[src/rtl/core/nat_pkg.sv]
// ----------------------------------------------------------------------------
// nat_pkg
// Shared types and codes for the neighbour aging table.
// ----------------------------------------------------------------------------
package nat_pkg;

    // action carried in the input tuser
    localparam logic ACT_REFRESH = 1'b0;
    localparam logic ACT_TICK    = 1'b1;

    localparam int unsigned ID_W      = 32;
    localparam int unsigned CTR_W     = 16;
    localparam int unsigned CNT_W     = 5;
    localparam logic [CNT_W-1:0] COUNT_MAX = 5'd31;
    localparam logic [CTR_W-1:0] TIMEOUT_RESET = 16'd3;

    typedef enum logic [1:0] {
        ST_REFRESHED = 2'd0,
        ST_INSERTED  = 2'd1,
        ST_DROPPED   = 2'd2,
        ST_TICK      = 2'd3
    } t_status;

    typedef enum logic [1:0] {
        S_IDLE,
        S_WALK,
        S_INSERT,
        S_EMIT
    } t_state;

    typedef struct packed {
        t_status          status;
        logic [CNT_W-1:0] removed;
    } t_result;

endpackage

[src/rtl/core/nat_ram.sv]
// ----------------------------------------------------------------------------
// nat_ram
// Generic simple dual-port RAM: one write port, one registered read port.
// ----------------------------------------------------------------------------
module nat_ram #(
    parameter int unsigned WIDTH = 32,
    parameter int unsigned DEPTH = 16
) (
    input  logic                     i_clk,
    input  logic                     i_we,
    input  logic [$clog2(DEPTH)-1:0] i_waddr,
    input  logic [WIDTH-1:0]         i_wdata,
    input  logic [$clog2(DEPTH)-1:0] i_raddr,
    output logic [WIDTH-1:0]         o_rdata
);

    logic [WIDTH-1:0] r_mem [DEPTH];
    logic [WIDTH-1:0] r_rdata;

    always_ff @(posedge i_clk) begin
        if (i_we) begin
            r_mem[i_waddr] <= i_wdata;
        end
        r_rdata <= r_mem[i_raddr];
    end

    assign o_rdata = r_rdata;

endmodule

[src/rtl/core/nat_ctrl.sv]
// ----------------------------------------------------------------------------
// nat_ctrl
// Table walker: index sequencer, valid bits, id/counter RAMs and the one
// shared compare/decrement unit.
// ----------------------------------------------------------------------------
module nat_ctrl #(
    parameter int unsigned ENTRIES = 16
) (
    input  logic             i_clk,
    input  logic             i_rst_n,
    input  logic             i_start,
    input  logic             i_action,
    input  logic [31:0]      i_id,
    input  logic [15:0]      i_timeout,
    input  logic             i_res_take,
    output logic             o_ready,
    output logic             o_res_valid,
    output nat_pkg::t_result o_res
);
    import nat_pkg::*;

    localparam int unsigned IW = $clog2(ENTRIES);
    localparam logic [IW-1:0] LAST = IW'(ENTRIES - 1);

    t_state           r_state, n_state;
    logic             r_action, n_action;
    logic [ID_W-1:0]  r_id, n_id;
    logic [IW-1:0]    r_idx, n_idx;
    logic             r_issue, n_issue;
    logic             r_chk_vld, n_chk_vld;
    logic [IW-1:0]    r_chk_idx, n_chk_idx;
    logic [ENTRIES-1:0] r_valid, n_valid;
    logic             r_free_found, n_free_found;
    logic [IW-1:0]    r_free_idx, n_free_idx;
    logic [CNT_W-1:0] r_removed, n_removed;
    t_status          r_status, n_status;

    logic             id_we, ctr_we;
    logic [IW-1:0]    wr_addr;
    logic [CTR_W-1:0] wr_ctr;
    logic [ID_W-1:0]  id_rdata;
    logic [CTR_W-1:0] ctr_rdata;

    // shared unit
    logic             id_hit, ctr_zero;
    logic [CTR_W-1:0] ctr_dec;

    assign id_hit   = (id_rdata == r_id);
    assign ctr_zero = (ctr_rdata == '0);
    assign ctr_dec  = ctr_rdata - CTR_W'(1);

    nat_ram #(.WIDTH(ID_W), .DEPTH(ENTRIES)) u_id_ram (
        .i_clk   (i_clk),
        .i_we    (id_we),
        .i_waddr (wr_addr),
        .i_wdata (r_id),
        .i_raddr (r_idx),
        .o_rdata (id_rdata)
    );

    nat_ram #(.WIDTH(CTR_W), .DEPTH(ENTRIES)) u_ctr_ram (
        .i_clk   (i_clk),
        .i_we    (ctr_we),
        .i_waddr (wr_addr),
        .i_wdata (wr_ctr),
        .i_raddr (r_idx),
        .o_rdata (ctr_rdata)
    );

    always_ff @(posedge i_clk) begin
        if (!i_rst_n) begin
            r_state <= S_IDLE;
        end else begin
            r_state <= n_state;
        end
    end

    always_ff @(posedge i_clk) begin
        if (!i_rst_n) begin
            r_valid   <= '0;
            r_issue   <= 1'b0;
            r_chk_vld <= 1'b0;
        end else begin
            r_valid   <= n_valid;
            r_issue   <= n_issue;
            r_chk_vld <= n_chk_vld;
        end
    end

    always_ff @(posedge i_clk) begin
        r_action     <= n_action;
        r_id         <= n_id;
        r_idx        <= n_idx;
        r_chk_idx    <= n_chk_idx;
        r_free_found <= n_free_found;
        r_free_idx   <= n_free_idx;
        r_removed    <= n_removed;
        r_status     <= n_status;
    end

    always_comb begin
        n_state      = r_state;
        n_action     = r_action;
        n_id         = r_id;
        n_idx        = r_idx;
        n_issue      = r_issue;
        n_chk_vld    = r_chk_vld;
        n_chk_idx    = r_chk_idx;
        n_valid      = r_valid;
        n_free_found = r_free_found;
        n_free_idx   = r_free_idx;
        n_removed    = r_removed;
        n_status     = r_status;
        id_we        = 1'b0;
        ctr_we       = 1'b0;
        wr_addr      = r_chk_idx;
        wr_ctr       = i_timeout;

        case (r_state)
            S_IDLE: begin
                if (i_start) begin
                    n_action     = i_action;
                    n_id         = i_id;
                    n_idx        = '0;
                    n_issue      = 1'b1;
                    n_chk_vld    = 1'b0;
                    n_free_found = 1'b0;
                    n_removed    = '0;
                    n_state      = S_WALK;
                end
            end
            S_WALK: begin
                // read issue, one entry ahead of the check
                n_chk_vld = r_issue;
                n_chk_idx = r_idx;
                if (r_issue) begin
                    if (r_idx == LAST) begin
                        n_issue = 1'b0;
                    end else begin
                        n_idx = r_idx + IW'(1);
                    end
                end
                if (r_chk_vld) begin
                    if (r_action == ACT_REFRESH) begin
                        if (r_valid[r_chk_idx] && id_hit) begin
                            ctr_we    = 1'b1;
                            n_status  = ST_REFRESHED;
                            n_issue   = 1'b0;
                            n_chk_vld = 1'b0;
                            n_state   = S_EMIT;
                        end else begin
                            if (!r_valid[r_chk_idx] && !r_free_found) begin
                                n_free_found = 1'b1;
                                n_free_idx   = r_chk_idx;
                            end
                            if (r_chk_idx == LAST) begin
                                n_state = S_INSERT;
                            end
                        end
                    end else begin
                        if (r_valid[r_chk_idx]) begin
                            if (ctr_zero) begin
                                n_valid[r_chk_idx] = 1'b0;
                                if (r_removed != COUNT_MAX) begin
                                    n_removed = r_removed + CNT_W'(1);
                                end
                            end else begin
                                ctr_we = 1'b1;
                                wr_ctr = ctr_dec;
                            end
                        end
                        if (r_chk_idx == LAST) begin
                            n_status = ST_TICK;
                            n_state  = S_EMIT;
                        end
                    end
                end
            end
            S_INSERT: begin
                if (r_free_found) begin
                    id_we               = 1'b1;
                    ctr_we              = 1'b1;
                    wr_addr             = r_free_idx;
                    n_valid[r_free_idx] = 1'b1;
                    n_status            = ST_INSERTED;
                end else begin
                    n_status = ST_DROPPED;
                end
                n_state = S_EMIT;
            end
            S_EMIT: begin
                if (i_res_take) begin
                    n_state = S_IDLE;
                end
            end
            default: begin
                n_state = S_IDLE;
            end
        endcase
    end

    assign o_ready        = (r_state == S_IDLE);
    assign o_res_valid    = (r_state == S_EMIT);
    assign o_res.status   = r_status;
    assign o_res.removed  = r_removed;

endmodule

[src/rtl/core/neighbor_aging_table_unit.sv]
// ----------------------------------------------------------------------------
// neighbor_aging_table_unit
// Neighbour ID table with per-entry aging counters, walked entry by entry.
// ----------------------------------------------------------------------------
// Walk: a tick visits every entry; a refresh stops at the entry that hits,
//   or walks every entry and then inserts into the first free one.
// Throughput: one item at a time; the next is accepted once the walker is idle.
//   The walk reads one entry per cycle through the RAM read ports and the shared unit.
// Reset (synchronous, i_rst_n low): all entries invalid, timeout back to 3,
//   output beat dropped. ID and counter RAMs are not cleared.
// ----------------------------------------------------------------------------
module neighbor_aging_table_unit #(
    parameter int unsigned TABLE_ENTRIES = 16
) (
    input  logic        i_clk,
    input  logic        i_rst_n,
    // config write: timeout_ticks
    input  logic        i_cfg_valid,
    output logic        o_cfg_ready,
    input  logic [15:0] i_cfg_data,
    // input beats
    input  logic        s_axis_tvalid,
    output logic        s_axis_tready,
    input  logic [31:0] s_axis_tdata,   // [31:0] peer_id
    input  logic        s_axis_tuser,   // [0] action
    // result beats
    output logic        m_axis_tvalid,
    input  logic        m_axis_tready,
    output logic [7:0]  m_axis_tdata,   // [4:0] removed_count, [7:5] zero
    output logic [1:0]  m_axis_tuser    // [1:0] status
);
    import nat_pkg::*;

    logic [CTR_W-1:0] r_timeout;
    logic             r_out_vld;
    t_result          r_out;

    logic    start, res_valid, res_take, ctrl_ready;
    t_result res;

    // config taken only while the walker is idle, so an item in flight keeps
    // the timeout it started with
    assign o_cfg_ready = ctrl_ready;

    always_ff @(posedge i_clk) begin
        if (!i_rst_n) begin
            r_timeout <= TIMEOUT_RESET;
        end else if (i_cfg_valid && ctrl_ready) begin
            r_timeout <= i_cfg_data;
        end
    end

    assign s_axis_tready = ctrl_ready;
    assign start         = s_axis_tvalid && ctrl_ready;

    nat_ctrl #(.ENTRIES(TABLE_ENTRIES)) u_ctrl (
        .i_clk       (i_clk),
        .i_rst_n     (i_rst_n),
        .i_start     (start),
        .i_action    (s_axis_tuser),
        .i_id        (s_axis_tdata),
        .i_timeout   (r_timeout),
        .i_res_take  (res_take),
        .o_ready     (ctrl_ready),
        .o_res_valid (res_valid),
        .o_res       (res)
    );

    // output register: parts the walker from the sink, so the next item can
    // start while a result waits
    assign res_take = res_valid && (!r_out_vld || m_axis_tready);

    always_ff @(posedge i_clk) begin
        if (!i_rst_n) begin
            r_out_vld <= 1'b0;
        end else if (res_take) begin
            r_out_vld <= 1'b1;
        end else if (m_axis_tready) begin
            r_out_vld <= 1'b0;
        end
    end

    always_ff @(posedge i_clk) begin
        if (res_take) begin
            r_out <= res;
        end
    end

    assign m_axis_tvalid = r_out_vld;
    assign m_axis_tdata  = {3'b000, r_out.removed};
    assign m_axis_tuser  = r_out.status;

endmodule

[config.mk]
export PLATFORM = sky130hd
export DESIGN_NAME = neighbor_aging_table_unit
export DESIGN_NICKNAME = d
export VERILOG_FILES = /design/src/rtl/core/nat_pkg.sv /design/src/rtl/core/nat_ram.sv /design/src/rtl/core/nat_ctrl.sv /design/src/rtl/core/neighbor_aging_table_unit.sv
export SDC_FILE = /design/constraint.sdc
export NUM_CORES = 1
export LEC_CHECK = 0
export BUFFER_PORTS_ARGS = -buffer_cell sky130_fd_sc_hd__buf_4
export CELL_PAD_IN_SITES_DETAIL_PLACEMENT = 1
export CELL_PAD_IN_SITES_GLOBAL_PLACEMENT = 2
export CORE_MARGIN = 8
export CORE_UTILIZATION = 50
export CTS_CLUSTER_SIZE = 16
export DETAILED_ROUTE_END_ITERATION = 16
export PLACE_DENSITY = 0.9
export SYNTH_ARGS = -nofsm -noshare
export SYNTH_HDL_FRONTEND = slang
export SYNTH_SLANG_ARGS = --single-unit
[constraint.sdc]
create_clock -name i_clk -period 8.2 [get_ports i_clk]
set_input_delay 0.82 -clock i_clk [delete_from_list [all_inputs] [get_ports i_clk]]
set_output_delay 0.82 -clock i_clk [all_outputs]
set_load 0.1 [all_outputs]
==> impl_metrics.py, run 1 <==
metrics = {
    "clock_network": {
        "clk_path_buf_depth": 3,
        "postCtsSetupBuffers": 0,
        "clkSinkCount": 913,
        "clk_latency_ps": 660,
        "htree_levels": 3,
        "cts_tree": "yes",
        "numCtsBuffers": 88,
        "post_cts.resized_instances": 0,
        "clkTransAtPathRegs_ps": 70,
        "clockRootBuffer": "sky130_fd_sc_hd__clkbuf_16",
        "cts.hold.buffers_added": 0,
    },
    "timing": {
        "unrepaired_setup_endpoints_after_global_routing": "no",
        "slew_headroom_pct": 6.89,
        "worstMarginPinSlew_ps": 1390,
        "final.period_utilization_pct": 47.3,
        "totalNegativeSetupSlack_ps": 0,
        "count_of_final_max_slew_check_failures": 0,
        "hold_violations": 0,
        "timing.fmax_ghz": 0.258,
        "setup_ws_ps": 4320,
        "finClkSkew_ps": 29.4,
        "layout_min_cycle_time_ps": 3880,
        "setup_viol": 0,
    },
    "detailed_routing": {
        "number_of_violations_reported_at_the_end_of_detailed_routing_iteration_0": 1804,
        "routed_wirelength_mm": 83.8,
        "ant_nets": 0,
        "detailedRoute.firstPassIterationCount": 6,
        "detail_route.drc_violations": 0,
        "detail_route.wl_per_cell_um": 30.4,
        "number_of_vias_after_detailed_routing": 16817,
        "drt-vias-per-instance": 6.11,
    },
    "final_layout": {
        "layout-drive-gt1-share_pct": 28.5,
        "area_growth_syn_to_layout_pct": 13.8,
        "antennaDiodeCount": 0,
        "post-route-util_pct": 57.6,
        "nNetsFinal": 1811,
        "final-instance-count-excl-fill": 2753,
    },
    "floorplan": {
        "initial_core_util_pct": 50.6,
        "floorplan.io_pins": 67,
        "die_area_mm2": 0.0782,
        "floorplan.die.width_um": 280,
        "chipHeight_um": 280,
        "rows": 96,
        "core_mm2": 0.0687,
    },
    "critical_path": {
        "worstRegToRegCells": 7,
        "stage_delay_of_the_slowest_cell_on_the_critical_path_ps": 720,
        "arrival_ps": 4190,
        "crit_type": "reg -> reg",
        "timing.critical_path.required_ps": 8510,
        "timing.rr.start": "u_ctrl.r_id[10]$_DFFE_PP_",
        "critical_path_capture_point_type": "flip-flop",
        "number_of_buffer_and_inverter_stages_on_the_critical_path": 1,
        "critical_path.reg2reg.endpoint": "u_ctrl.u_ctr_ram.r_mem[12][10]$_DFFE_PP_",
        "path_cells": "xor2_1, nor4_1, nand4_1, nor4_4, a311oi_4, nor2_1, buf_4",
        "timing.critical_path.slowest_stage_cell": "sky130_fd_sc_hd__nor4_1",
        "ff2ff_setup_slack_ps": 4320,
        "crit_path_max_fo": 17,
        "critical_path_start_type": "flip-flop",
        "critPathTopFamily": "simple AND/OR/NAND/NOR gates",
    },
    "synth": {
        "number_of_synthesized_register_bits": 913,
        "synth-edff-count": 828,
        "mappedNetlistArea_mm2": 0.0348,
        "synth_seq_area_share_pct": 76.4,
        "syn_avg_cell_area_um2": 21.3,
        "ys_types": 59,
        "post_synth_main_area_contributors": "sky130_fd_sc_hd__edfxtp_1, sky130_fd_sc_hd__mux4_2, sky130_fd_sc_hd__dfxtp_1, sky130_fd_sc_hd__xor2_1, sky130_fd_sc_hd__nor2_1",
        "netlist.area_leader.share_pct": 71.5,
        "synth_warnings": 0,
        "yosysTopAreaCell": "sky130_fd_sc_hd__edfxtp_1",
        "synth_ff_type": "sky130_fd_sc_hd__edfxtp_1",
        "synthArstFlopShare_pct": 0,
        "synthCells": 1630,
    },
    "global_routing": {
        "grt_start_max_net_pins": 132,
        "top_usage_layer": "met2",
        "groute.layer.met3.usage_pct": 3.64,
        "globalRouteOverflowTotal": 0,
        "grt_util_all_layers_pct": 21.4,
        "number_of_antenna_violations_at_the_first_check_in_global_routing": 1,
        "grt_pass1_vias": 18177,
        "met1_usage_pct": 27.4,
        "wire_length_of_the_first_global_routing_pass_mm": 123,
        "grt.met2_usage_pct": 38.0,
    },
    "flow_run": {
        "maxCapViolations": 0,
    },
    "status": {
        "run_status": "complete, no violations",
    },
    "place": {
        "io_buffer_count": 63,
        "pre_cts_slack_ps": 4340,
        "dp_hpwl_mm": 45.3,
        "routabilityCongestion": 0.779,
        "post-place-cells": 2589,
    },
    "min_path": {
        "min-delay-start": "s_axis_tdata[12]",
        "min_path_cells": 1,
        "hold_removal_path_class": "in -> reg",
        "worstHoldEndpoint": "u_ctrl.r_id[12]$_DFFE_PP_",
    },
    "power": {
        "leakagePower_nw": 12.5,
        "max-vdd-ir-drop_mv": 0.408,
        "power_density_mw_per_mm2": 333,
        "power_mw": 13.2,
    },
}
==> sequential cells by signal, summed over array words and instances (netlist names), 4 cells and up <==
signal and flops:
u_ctrl.r_idx 4, u_ctrl.r_valid 16, u_ctrl.u_ctr_ram.r_mem 256, u_ctrl.r_removed 5
u_ctrl.r_id 32, u_ctrl.r_free_idx 4, m_axis_tdata 5, u_ctrl.u_id_ram.o_rdata 32
u_ctrl.u_ctr_ram.o_rdata 16, r_timeout 16, u_ctrl.r_chk_idx 4, u_ctrl.u_id_ram.r_mem 512
==> cells in the final DEF (no fill, tap or decap), types with 4 or more instances in the layout <==
master,netlist,routed
sky130_fd_sc_hd__a21boi_0,17,17
sky130_fd_sc_hd__a21oi_1,23,23
sky130_fd_sc_hd__and2_1,7,6
sky130_fd_sc_hd__buf_4,5,106
sky130_fd_sc_hd__bufinv_16,0,12
sky130_fd_sc_hd__clkbuf_1,56,13
sky130_fd_sc_hd__clkbuf_16,0,89
sky130_fd_sc_hd__clkbuf_8,0,5
sky130_fd_sc_hd__clkinv_1,1,18
sky130_fd_sc_hd__clkinv_2,0,18
sky130_fd_sc_hd__dfxtp_1,85,85
sky130_fd_sc_hd__edfxtp_1,828,828
sky130_fd_sc_hd__ha_1,9,9
sky130_fd_sc_hd__inv_1,8,8
sky130_fd_sc_hd__inv_16,0,4
sky130_fd_sc_hd__mux4_2,242,242
sky130_fd_sc_hd__nand2_1,71,71
sky130_fd_sc_hd__nand2b_1,11,11
sky130_fd_sc_hd__nand3_1,11,11
sky130_fd_sc_hd__nand4_1,4,4
sky130_fd_sc_hd__nor2_1,73,61
sky130_fd_sc_hd__nor2_4,0,12
sky130_fd_sc_hd__nor2b_1,7,7
sky130_fd_sc_hd__nor3_1,17,13
sky130_fd_sc_hd__nor3_2,2,5
sky130_fd_sc_hd__nor4_1,11,11
sky130_fd_sc_hd__o21a_1,11,11
sky130_fd_sc_hd__o21ai_0,7,7
sky130_fd_sc_hd__o21ai_1,4,4
sky130_fd_sc_hd__o31a_1,7,7
sky130_fd_sc_hd__xnor2_1,11,11
sky130_fd_sc_hd__xor2_1,37,37
==> worst reg2reg max path, cell delays in order, from the launching register on <==
cell	delay, ps
sky130_fd_sc_hd__edfxtp_1	620
sky130_fd_sc_hd__xor2_1	290
sky130_fd_sc_hd__nor4_1	720
sky130_fd_sc_hd__nand4_1	480
sky130_fd_sc_hd__nor4_4	550
sky130_fd_sc_hd__a311oi_4	300
sky130_fd_sc_hd__nor2_1	220
sky130_fd_sc_hd__buf_4	360
==> cells by family after synthesis <==
logic type      share of synthesized area, %
flops                                   76.4
mux                                     15.8
simple gates                            3.17
compound gates                          1.94
buf+inv                                 1.07
xor+xnor                                1.21
fa+ha+maj                              0.324
other cells                           0.0108
==> worst max-delay path by stage <==
stage / startpoint / end / slack, ps / cells past startpoint
after floorplan: u_ctrl.r_state[0]$_SDFFE_PN0P_ / u_ctrl.r_valid[12]$_SDFFE_PN0P_ / 4060 / 8
after global placement: u_ctrl.r_id[10]$_DFFE_PP_ / u_ctrl.u_ctr_ram.r_mem[15][10]$_DFFE_PP_ / 4540 / 7
after detailed placement: u_ctrl.r_id[10]$_DFFE_PP_ / u_ctrl.u_ctr_ram.r_mem[12][10]$_DFFE_PP_ / 4340 / 7
after CTS: u_ctrl.r_id[10]$_DFFE_PP_ / u_ctrl.u_ctr_ram.r_mem[12][2]$_DFFE_PP_ / 4270 / 7
after global routing: u_ctrl.r_chk_idx[1]$_DFFE_PP_ / u_ctrl.u_ctr_ram.r_mem[2][12]$_DFFE_PP_ / 4180 / 6
final: u_ctrl.r_id[10]$_DFFE_PP_ / u_ctrl.u_ctr_ram.r_mem[12][10]$_DFFE_PP_ / 4320 / 7
==> metrics by stage <==
stage / instance area [um2] / hold slack [ps]
after detailed placement: 36500 / 411
after CTS: 39600 / 308
after global routing: 39600 / 312
after global placement: 36500 / 409
after floorplan: 34800 / 400
final: 39600 / 342
==> layer usage <==
layer  vias up  part of all wire (%)
met5         -                     0
met1      9005                    39
met3       125                   6.7
met2       779                    53
li1       6908                     -
met4         0                   1.9
==> cell type report <==
cell class	instances	area [um2]
Multi-Input combinational cell	628	7940
Inverter	9	33.8
Sequential cell	913	26600
Clock inverter	57	673
Tap cell	931	1160
Timing Repair Buffer	108	836
Clock buffer	107	2340
Fill cell	5805	29100
==> report_power, final <==
part	internal, mW	total, mW	switching, mW
registers	5.62	6.04	0.423
clock network	2.44	4.22	1.78
logic	1.41	2.90	1.49
total	9.47	13.2	3.69
==> synth_stat cells, types with 2 or more instances <==
master,n
sky130_fd_sc_hd__nor2_1,73
sky130_fd_sc_hd__nor2b_1,7
sky130_fd_sc_hd__xor2_1,37
sky130_fd_sc_hd__a21boi_0,17
sky130_fd_sc_hd__o21ai_1,4
sky130_fd_sc_hd__nor3_1,17
sky130_fd_sc_hd__nor3_2,2
sky130_fd_sc_hd__buf_2,3
sky130_fd_sc_hd__buf_1,17
sky130_fd_sc_hd__a21oi_1,23
sky130_fd_sc_hd__o221a_2,3
sky130_fd_sc_hd__mux2_2,3
sky130_fd_sc_hd__and2_1,7
sky130_fd_sc_hd__nand3b_1,2
sky130_fd_sc_hd__a21boi_1,3
sky130_fd_sc_hd__xnor2_1,11
sky130_fd_sc_hd__buf_4,5
sky130_fd_sc_hd__o31ai_1,2
sky130_fd_sc_hd__nand3_1,11
sky130_fd_sc_hd__inv_1,8
sky130_fd_sc_hd__edfxtp_1,828
sky130_fd_sc_hd__nand2_1,71
sky130_fd_sc_hd__o21a_1,11
sky130_fd_sc_hd__nand2b_1,11
sky130_fd_sc_hd__nand4_1,4
sky130_fd_sc_hd__dfxtp_1,85
sky130_fd_sc_hd__nor4_4,2
sky130_fd_sc_hd__a31o_2,2
sky130_fd_sc_hd__or3_1,2
sky130_fd_sc_hd__nor4_1,11
sky130_fd_sc_hd__a31oi_1,3
sky130_fd_sc_hd__mux4_2,242
sky130_fd_sc_hd__o31a_1,7
sky130_fd_sc_hd__ha_1,9
sky130_fd_sc_hd__o21ai_0,7
sky130_fd_sc_hd__mux2i_1,2
sky130_fd_sc_hd__clkbuf_1,56
No activity file was read; power rests on OpenSTA's default activity.
==> inputs of run 2 (changes only) <==
==> constraint.sdc (replaced) <==
create_clock -name i_clk -period 3.8 [get_ports i_clk]
set_input_delay 0.38 -clock i_clk [delete_from_list [all_inputs] [get_ports i_clk]]
set_output_delay 0.38 -clock i_clk [all_outputs]
set_load 0.1 [all_outputs]
==> impl_metrics.py, run 2 (synthesis gave the netlist of run 1 again) <==
metrics = {
    "detailed_routing": {
        "detail_route.drc_violations": 0,
        "detail_route.wl_per_cell_um": 31.8,
        "number_of_violations_reported_at_the_end_of_detailed_routing_iteration_0": 1710,
        "detailedRoute.firstPassIterationCount": 9,
        "routed_wirelength_mm": 90.0,
        "number_of_vias_after_detailed_routing": 17497,
        "drt-vias-per-instance": 6.18,
        "ant_nets": 0,
    },
    "global_routing": {
        "number_of_antenna_violations_at_the_first_check_in_global_routing": 3,
        "wire_length_of_the_first_global_routing_pass_mm": 130,
        "grt_util_all_layers_pct": 22.9,
        "grt_start_max_net_pins": 94,
        "globalRouteOverflowTotal": 0,
        "grt_pass1_vias": 18750,
    },
    "place": {
        "routabilityCongestion": 0.855,
        "io_buffer_count": 63,
        "pre_cts_slack_ps": 249,
        "post-place-cells": 2628,
        "dp_hpwl_mm": 49.9,
        "post_dp_cell_area_mm2": 0.0370,
    },
    "power": {
        "comb_power_share_pct": 24.2,
        "share_clk_of_total_power_pct": 31.0,
        "swShare_pct": 29.1,
        "leakagePower_nw": 12.9,
        "internal-power_mw": 20.5,
        "total_switching_power_mw": 8.41,
        "power_density_mw_per_mm2": 715,
        "power_mw": 28.9,
        "power.sequential.fraction_pct": 44.7,
        "max-vdd-ir-drop_mv": 0.595,
    },
    "clock_network": {
        "cts_tree": "yes",
        "clockRootBuffer": "sky130_fd_sc_hd__clkbuf_16",
        "clk_latency_ps": 660,
        "postCtsSetupBuffers": 0,
        "clk_path_buf_depth": 3,
        "post_cts.resized_instances": 0,
        "clkTransAtPathRegs_ps": 60,
        "numCtsBuffers": 89,
        "htree_levels": 3,
        "clkSinkCount": 913,
    },
    "critical_path": {
        "critical_path.reg2reg.endpoint": "u_ctrl.u_ctr_ram.r_mem[2][15]$_DFFE_PP_",
        "stage_delay_of_the_slowest_cell_on_the_critical_path_ps": 700,
        "timing.critical_path.required_ps": 4130,
        "critical_path_start_type": "flip-flop",
        "crit_type": "reg -> reg",
        "critical_path_capture_point_type": "flip-flop",
        "worstRegToRegCells": 8,
        "number_of_buffer_and_inverter_stages_on_the_critical_path": 2,
        "timing.critical_path.mode_cell": "sky130_fd_sc_hd__buf_4",
        "path_cells": "xor2_1, nor4_1, nand4_1, buf_4, nor4_4, a311oi_4, nor2_1, buf_4",
        "crit_path_max_fo": 17,
        "ff2ff_setup_slack_ps": 140,
        "arrival_ps": 3990,
        "timing.critical_path.slowest_stage_cell": "sky130_fd_sc_hd__nor4_1",
        "critPathTopFamily": "simple AND/OR/NAND/NOR gates",
        "timing.rr.start": "u_ctrl.r_id[26]$_DFFE_PP_",
    },
    "timing": {
        "setup_viol": 0,
        "setup_ws_ps": 144,
        "count_of_final_max_slew_check_failures": 0,
        "totalNegativeSetupSlack_ps": 0,
        "hold_violations": 0,
        "layout_min_cycle_time_ps": 3660,
        "timing.fmax_ghz": 0.273,
        "final.period_utilization_pct": 96.2,
        "finClkSkew_ps": 39.2,
        "slew_headroom_pct": 22.1,
        "unrepaired_setup_endpoints_after_global_routing": "no",
        "worstMarginPinSlew_ps": 1160,
    },
    "final_layout": {
        "layout_top_registers": "u_ctrl.u_id_ram.r_mem: 512 flops, u_ctrl.u_ctr_ram.r_mem: 256 flops",
        "mostFrequentLayoutCells": "sky130_fd_sc_hd__edfxtp_1, sky130_fd_sc_hd__mux4_2, sky130_fd_sc_hd__buf_4",
        "num-fill-cells": 5791,
        "final-instance-count-excl-fill": 2832,
        "regMostFlops": "u_ctrl.u_id_ram.r_mem",
        "post-route-cell-area_mm2": 0.0404,
        "layout-drive-gt1-share_pct": 29.2,
        "area_growth_syn_to_layout_pct": 16.3,
        "layout.cells.most_common": "sky130_fd_sc_hd__edfxtp_1",
        "nNetsFinal": 1890,
        "largest_reg_flops": 512,
    },
    "floorplan": {
        "core_mm2": 0.0687,
        "floorplan.die.width_um": 280,
        "initial_core_util_pct": 50.6,
        "rows": 96,
        "chipHeight_um": 280,
        "floorplan.io_pins": 67,
        "die_area_mm2": 0.0782,
    },
    "min_path": {
        "worstHoldEndpoint": "r_timeout[13]$_SDFFE_PN0P_",
        "min_path_cells": 3,
        "min-delay-start": "i_cfg_data[13]",
        "hold_removal_path_class": "in -> reg",
    },
    "status": {
        "run_status": "complete, no violations",
    },
    "flow_run": {
        "maxCapViolations": 0,
    },
}
[run 2: cell types whose count changed in the layout (fill, tap and decap cells not counted), moves of 3 or more]
cell                            change
sky130_fd_sc_hd__buf_12            +15
sky130_fd_sc_hd__buf_4             +24
sky130_fd_sc_hd__bufinv_16          -4
sky130_fd_sc_hd__clkbuf_1           +7
sky130_fd_sc_hd__clkinv_1           -3
sky130_fd_sc_hd__clkinv_2           -5
sky130_fd_sc_hd__dlygate4sd3_1     +39
sky130_fd_sc_hd__nor3_2             -4
sky130_fd_sc_hd__nor3_4             +4
[run 2: timing repair]
item | 4_1_cts | 5_1_grt
hold buffers | 39 | 0
setup endpoints to repair | 0 | 0
hold endpoints to repair | 39 | 0
[run 2: worst register-to-register path, delay by kind of cell (launching register included)]
kind            cells  cell delay (ps)
compound gates      1              320
xor+xnor            1              270
buf+inv             2              480
flops               1              650
simple gates        4             1610
[run 2: metrics by stage]
step           util (%)  hold slack (ps)
3_5_place_dp       53.9              421
4_1_cts            58.8             6.27
2_1_floorplan         -              400
5_1_grt            58.8             12.0
3_3_place_gp       53.9              409
6_report           58.8             24.8
[run 2: power by group through the flow]
stage | combinational, mW | clock (mW) | sequential (mW)
final | 7.00 | 8.96 | 12.9
after global routing | 7.38 | 9.37 | 13.0
after CTS | 7.10 | 9.06 | 12.9
after detailed placement | 6.91 | 0 | 13.1
after global placement | 6.73 | 0 | 13.0
after floorplan | 4.86 | 0 | 12.8
[run 2: worst max path at each step]
stage	cells after the start	end	from
finish	8	u_ctrl.u_ctr_ram.r_mem[2][15]$_DFFE_PP_	u_ctrl.r_id[26]$_DFFE_PP_
global route	8	u_ctrl.u_ctr_ram.r_mem[2][15]$_DFFE_PP_	u_ctrl.r_chk_idx[1]$_DFFE_PP_
CTS	8	u_ctrl.u_ctr_ram.r_mem[2][15]$_DFFE_PP_	u_ctrl.r_id[26]$_DFFE_PP_
detailed placement	8	u_ctrl.u_ctr_ram.r_mem[2][5]$_DFFE_PP_	u_ctrl.r_chk_idx[1]$_DFFE_PP_
global placement	8	u_ctrl.u_ctr_ram.r_mem[12][5]$_DFFE_PP_	u_ctrl.r_id[21]$_DFFE_PP_
floorplan	5	u_ctrl.r_removed[0]$_SDFFCE_PN0P_	u_ctrl.r_state[0]$_SDFFE_PN0P_
[run 2: area by class of cell]
| type | count | area [um2] | share of cell area (%) |
|---|---|---|---|
| Sequential cell | 913 | 26600 | 65.7 |
| Multi-Input combinational cell | 628 | 7970 | 19.7 |
| Clock buffer | 117 | 2420 | 6.00 |
| Timing Repair Buffer | 186 | 1710 | 4.22 |
| Tap cell | 931 | 1160 | 2.88 |
| Clock inverter | 47 | 553 | 1.37 |
| Inverter | 9 | 33.8 | 0.0836 |
| Antenna cell | 1 | 2.50 | 0.00619 |
[run 2: metal layers]
layer,GRT usage [%],part of all wire [%],vias up
met5,0,0.029,-
li1,-,-,7094
met2,40.4,53,963
met1,28.2,36,9235
met3,4.47,7.4,201
met4,8.27,3.5,4
==> inputs of run 3 (changes only) <==
--- a/config.mk
+++ b/config.mk
@@ -6,6 +6,7 @@
 export NUM_CORES = 1
 export LEC_CHECK = 0
 export BUFFER_PORTS_ARGS = -buffer_cell sky130_fd_sc_hd__buf_4
+export CAP_MARGIN = 20
 export CELL_PAD_IN_SITES_DETAIL_PLACEMENT = 1
 export CELL_PAD_IN_SITES_GLOBAL_PLACEMENT = 2
 export CORE_MARGIN = 8
==> constraint.sdc (replaced) <==
create_clock -name i_clk -period 4.6 [get_ports i_clk]
set_input_delay 0.46 -clock i_clk [delete_from_list [all_inputs] [get_ports i_clk]]
set_output_delay 0.46 -clock i_clk [all_outputs]
set_load 0.1 [all_outputs]
==> impl_metrics.py, run 3 (synthesis gave the netlist of run 1 again) <==
metrics = {
    "clock_network": {
        "clockRootBuffer": "sky130_fd_sc_hd__clkbuf_16",
        "cts_tree": "yes",
        "clk_path_buf_depth": 3,
        "htree_levels": 3,
        "clk_latency_ps": 660,
        "clkSinkCount": 913,
        "numCtsBuffers": 88,
        "post_cts.resized_instances": 0,
        "clkTransAtPathRegs_ps": 60,
    },
    "status": {
        "run_status": "complete, no violations",
    },
    "power": {
        "power_density_mw_per_mm2": 582,
        "power_mw": 23.2,
        "leakagePower_nw": 12.7,
        "max-vdd-ir-drop_mv": 0.424,
    },
    "place": {
        "routabilityCongestion": 0.786,
        "io_buffer_count": 63,
        "dp_hpwl_mm": 46.2,
    },
    "global_routing": {
        "groute.layer.met3.usage_pct": 3.34,
        "met1_usage_pct": 27.7,
        "top_usage_layer": "met2",
        "grt_pass1_vias": 18602,
        "grt_start_max_net_pins": 85,
        "globalRouteOverflowTotal": 0,
        "grt.met2_usage_pct": 39.3,
        "number_of_antenna_violations_at_the_first_check_in_global_routing": 0,
        "wire_length_of_the_first_global_routing_pass_mm": 127,
        "grt_util_all_layers_pct": 22.0,
    },
    "critical_path": {
        "arrival_ps": 4220,
        "crit_type": "reg -> reg",
        "critical_path_capture_point_type": "flip-flop",
        "timing.critical_path.required_ps": 4910,
        "critical_path_start_type": "flip-flop",
        "crit_path_max_fo": 17,
    },
    "floorplan": {
        "floorplan.io_pins": 67,
        "chipHeight_um": 280,
        "initial_core_util_pct": 50.6,
        "rows": 96,
        "die_area_mm2": 0.0782,
        "floorplan.die.width_um": 280,
        "core_mm2": 0.0687,
    },
    "final_layout": {
        "nNetsFinal": 1866,
        "layout-drive-gt1-share_pct": 28.4,
        "antennaDiodeCount": 0,
        "area_growth_syn_to_layout_pct": 14.8,
        "largest_reg_flops": 512,
        "regMostFlops": "u_ctrl.u_id_ram.r_mem",
        "num-fill-cells": 5791,
        "layout_top_registers": "u_ctrl.u_id_ram.r_mem: 512 flops, u_ctrl.u_ctr_ram.r_mem: 256 flops",
        "layout.cells.most_common": "sky130_fd_sc_hd__edfxtp_1",
        "mostFrequentLayoutCells": "sky130_fd_sc_hd__edfxtp_1, sky130_fd_sc_hd__mux4_2, sky130_fd_sc_hd__buf_4",
    },
    "timing": {
        "layout_min_cycle_time_ps": 3910,
        "unrepaired_setup_endpoints_after_global_routing": "no",
        "worstMarginPinSlew_ps": 1100,
        "totalNegativeSetupSlack_ps": 0,
        "count_of_final_max_slew_check_failures": 0,
        "slew_headroom_pct": 26.5,
        "hold_violations": 0,
        "setup_viol": 0,
        "final.period_utilization_pct": 85.0,
        "timing.fmax_ghz": 0.256,
        "finClkSkew_ps": 34.5,
    },
    "detailed_routing": {
        "detail_route.wl_per_cell_um": 30.5,
        "ant_nets": 0,
        "detailedRoute.firstPassIterationCount": 7,
        "routed_wirelength_mm": 85.5,
        "number_of_vias_after_detailed_routing": 17096,
        "detail_route.drc_violations": 0,
        "drt-vias-per-instance": 6.09,
        "number_of_violations_reported_at_the_end_of_detailed_routing_iteration_0": 1763,
    },
    "flow_run": {
        "maxCapViolations": 0,
    },
    "min_path": {
        "hold_removal_path_class": "in -> reg",
    },
}
run 3: metrics by stage:
step / setup slack, ps / area [um2] / instances / utilization (%) / hold slack, ps
finish: 691 / 39900 / 2808 / 58.0 / 39.8
global route: 537 / 39900 / 2808 / 58.0 / 11.4
CTS: 765 / 39800 / 2795 / 57.9 / 4.90
detailed placement: 793 / 36700 / 2601 / 53.4 / 420
global placement: 1010 / 36700 / 2601 / 53.4 / 422
floorplan: 461 / 34800 / 1632 / - / 400
run 3: final cells by class:
| class | count | area, um2 | share of cell area (%) |
|---|---|---|---|
| Tap cell | 931 | 1160 | 2.92 |
| Sequential cell | 913 | 26600 | 66.6 |
| Multi-Input combinational cell | 628 | 7940 | 19.9 |
| Timing Repair Buffer | 163 | 1370 | 3.44 |
| Clock inverter | 41 | 357 | 0.894 |
| Inverter | 9 | 33.8 | 0.0847 |
| Clock buffer | 123 | 2440 | 6.13 |
run 3: path summary, 6_finish.rpt:
check        depth (start not counted)  slack (ps)                                 endpoint                    startpoint
max                                  7         690  u_ctrl.u_ctr_ram.r_mem[7][13]$_DFFE_PP_     u_ctrl.r_id[14]$_DFFE_PP_
min                                  3          40                r_timeout[1]$_SDFFE_PN1P_                 i_cfg_data[1]
max reg2reg                          7         690  u_ctrl.u_ctr_ram.r_mem[7][13]$_DFFE_PP_     u_ctrl.r_id[14]$_DFFE_PP_
min reg2reg                          0         430                m_axis_tuser[0]$_DFFE_PP_  u_ctrl.r_status[0]$_DFFE_PP_
run 3: layer usage:
| metal | wire, um | share of wire [%] |
|---|---|---|
| met1 | 32600 | 38 |
| met2 | 45600 | 53 |
| met3 | 5050 | 5.9 |
| met4 | 2310 | 2.7 |
| met5 | 0 | 0 |
run 3: worst max-delay path, stage by stage, from the launching register on:
cell and delay, ps:
sky130_fd_sc_hd__edfxtp_1 640, sky130_fd_sc_hd__xor2_1 260, sky130_fd_sc_hd__nor4_1 750, sky130_fd_sc_hd__nand4_1 560
sky130_fd_sc_hd__nor4_4 500, sky130_fd_sc_hd__a311oi_4 290, sky130_fd_sc_hd__nor2_1 210, sky130_fd_sc_hd__buf_4 340
run 3: repair_timing:
item / CTS / global route
buffers inserted: 0 / 0
endpoints found under the hold margin: 30 / 0
hold buffers: 30 / 0
run 3: power breakdown:
group,internal [mW],switching [mW]
Combinational,2.64,2.76
Sequential,10.0,0.742
Clock,3.96,3.11
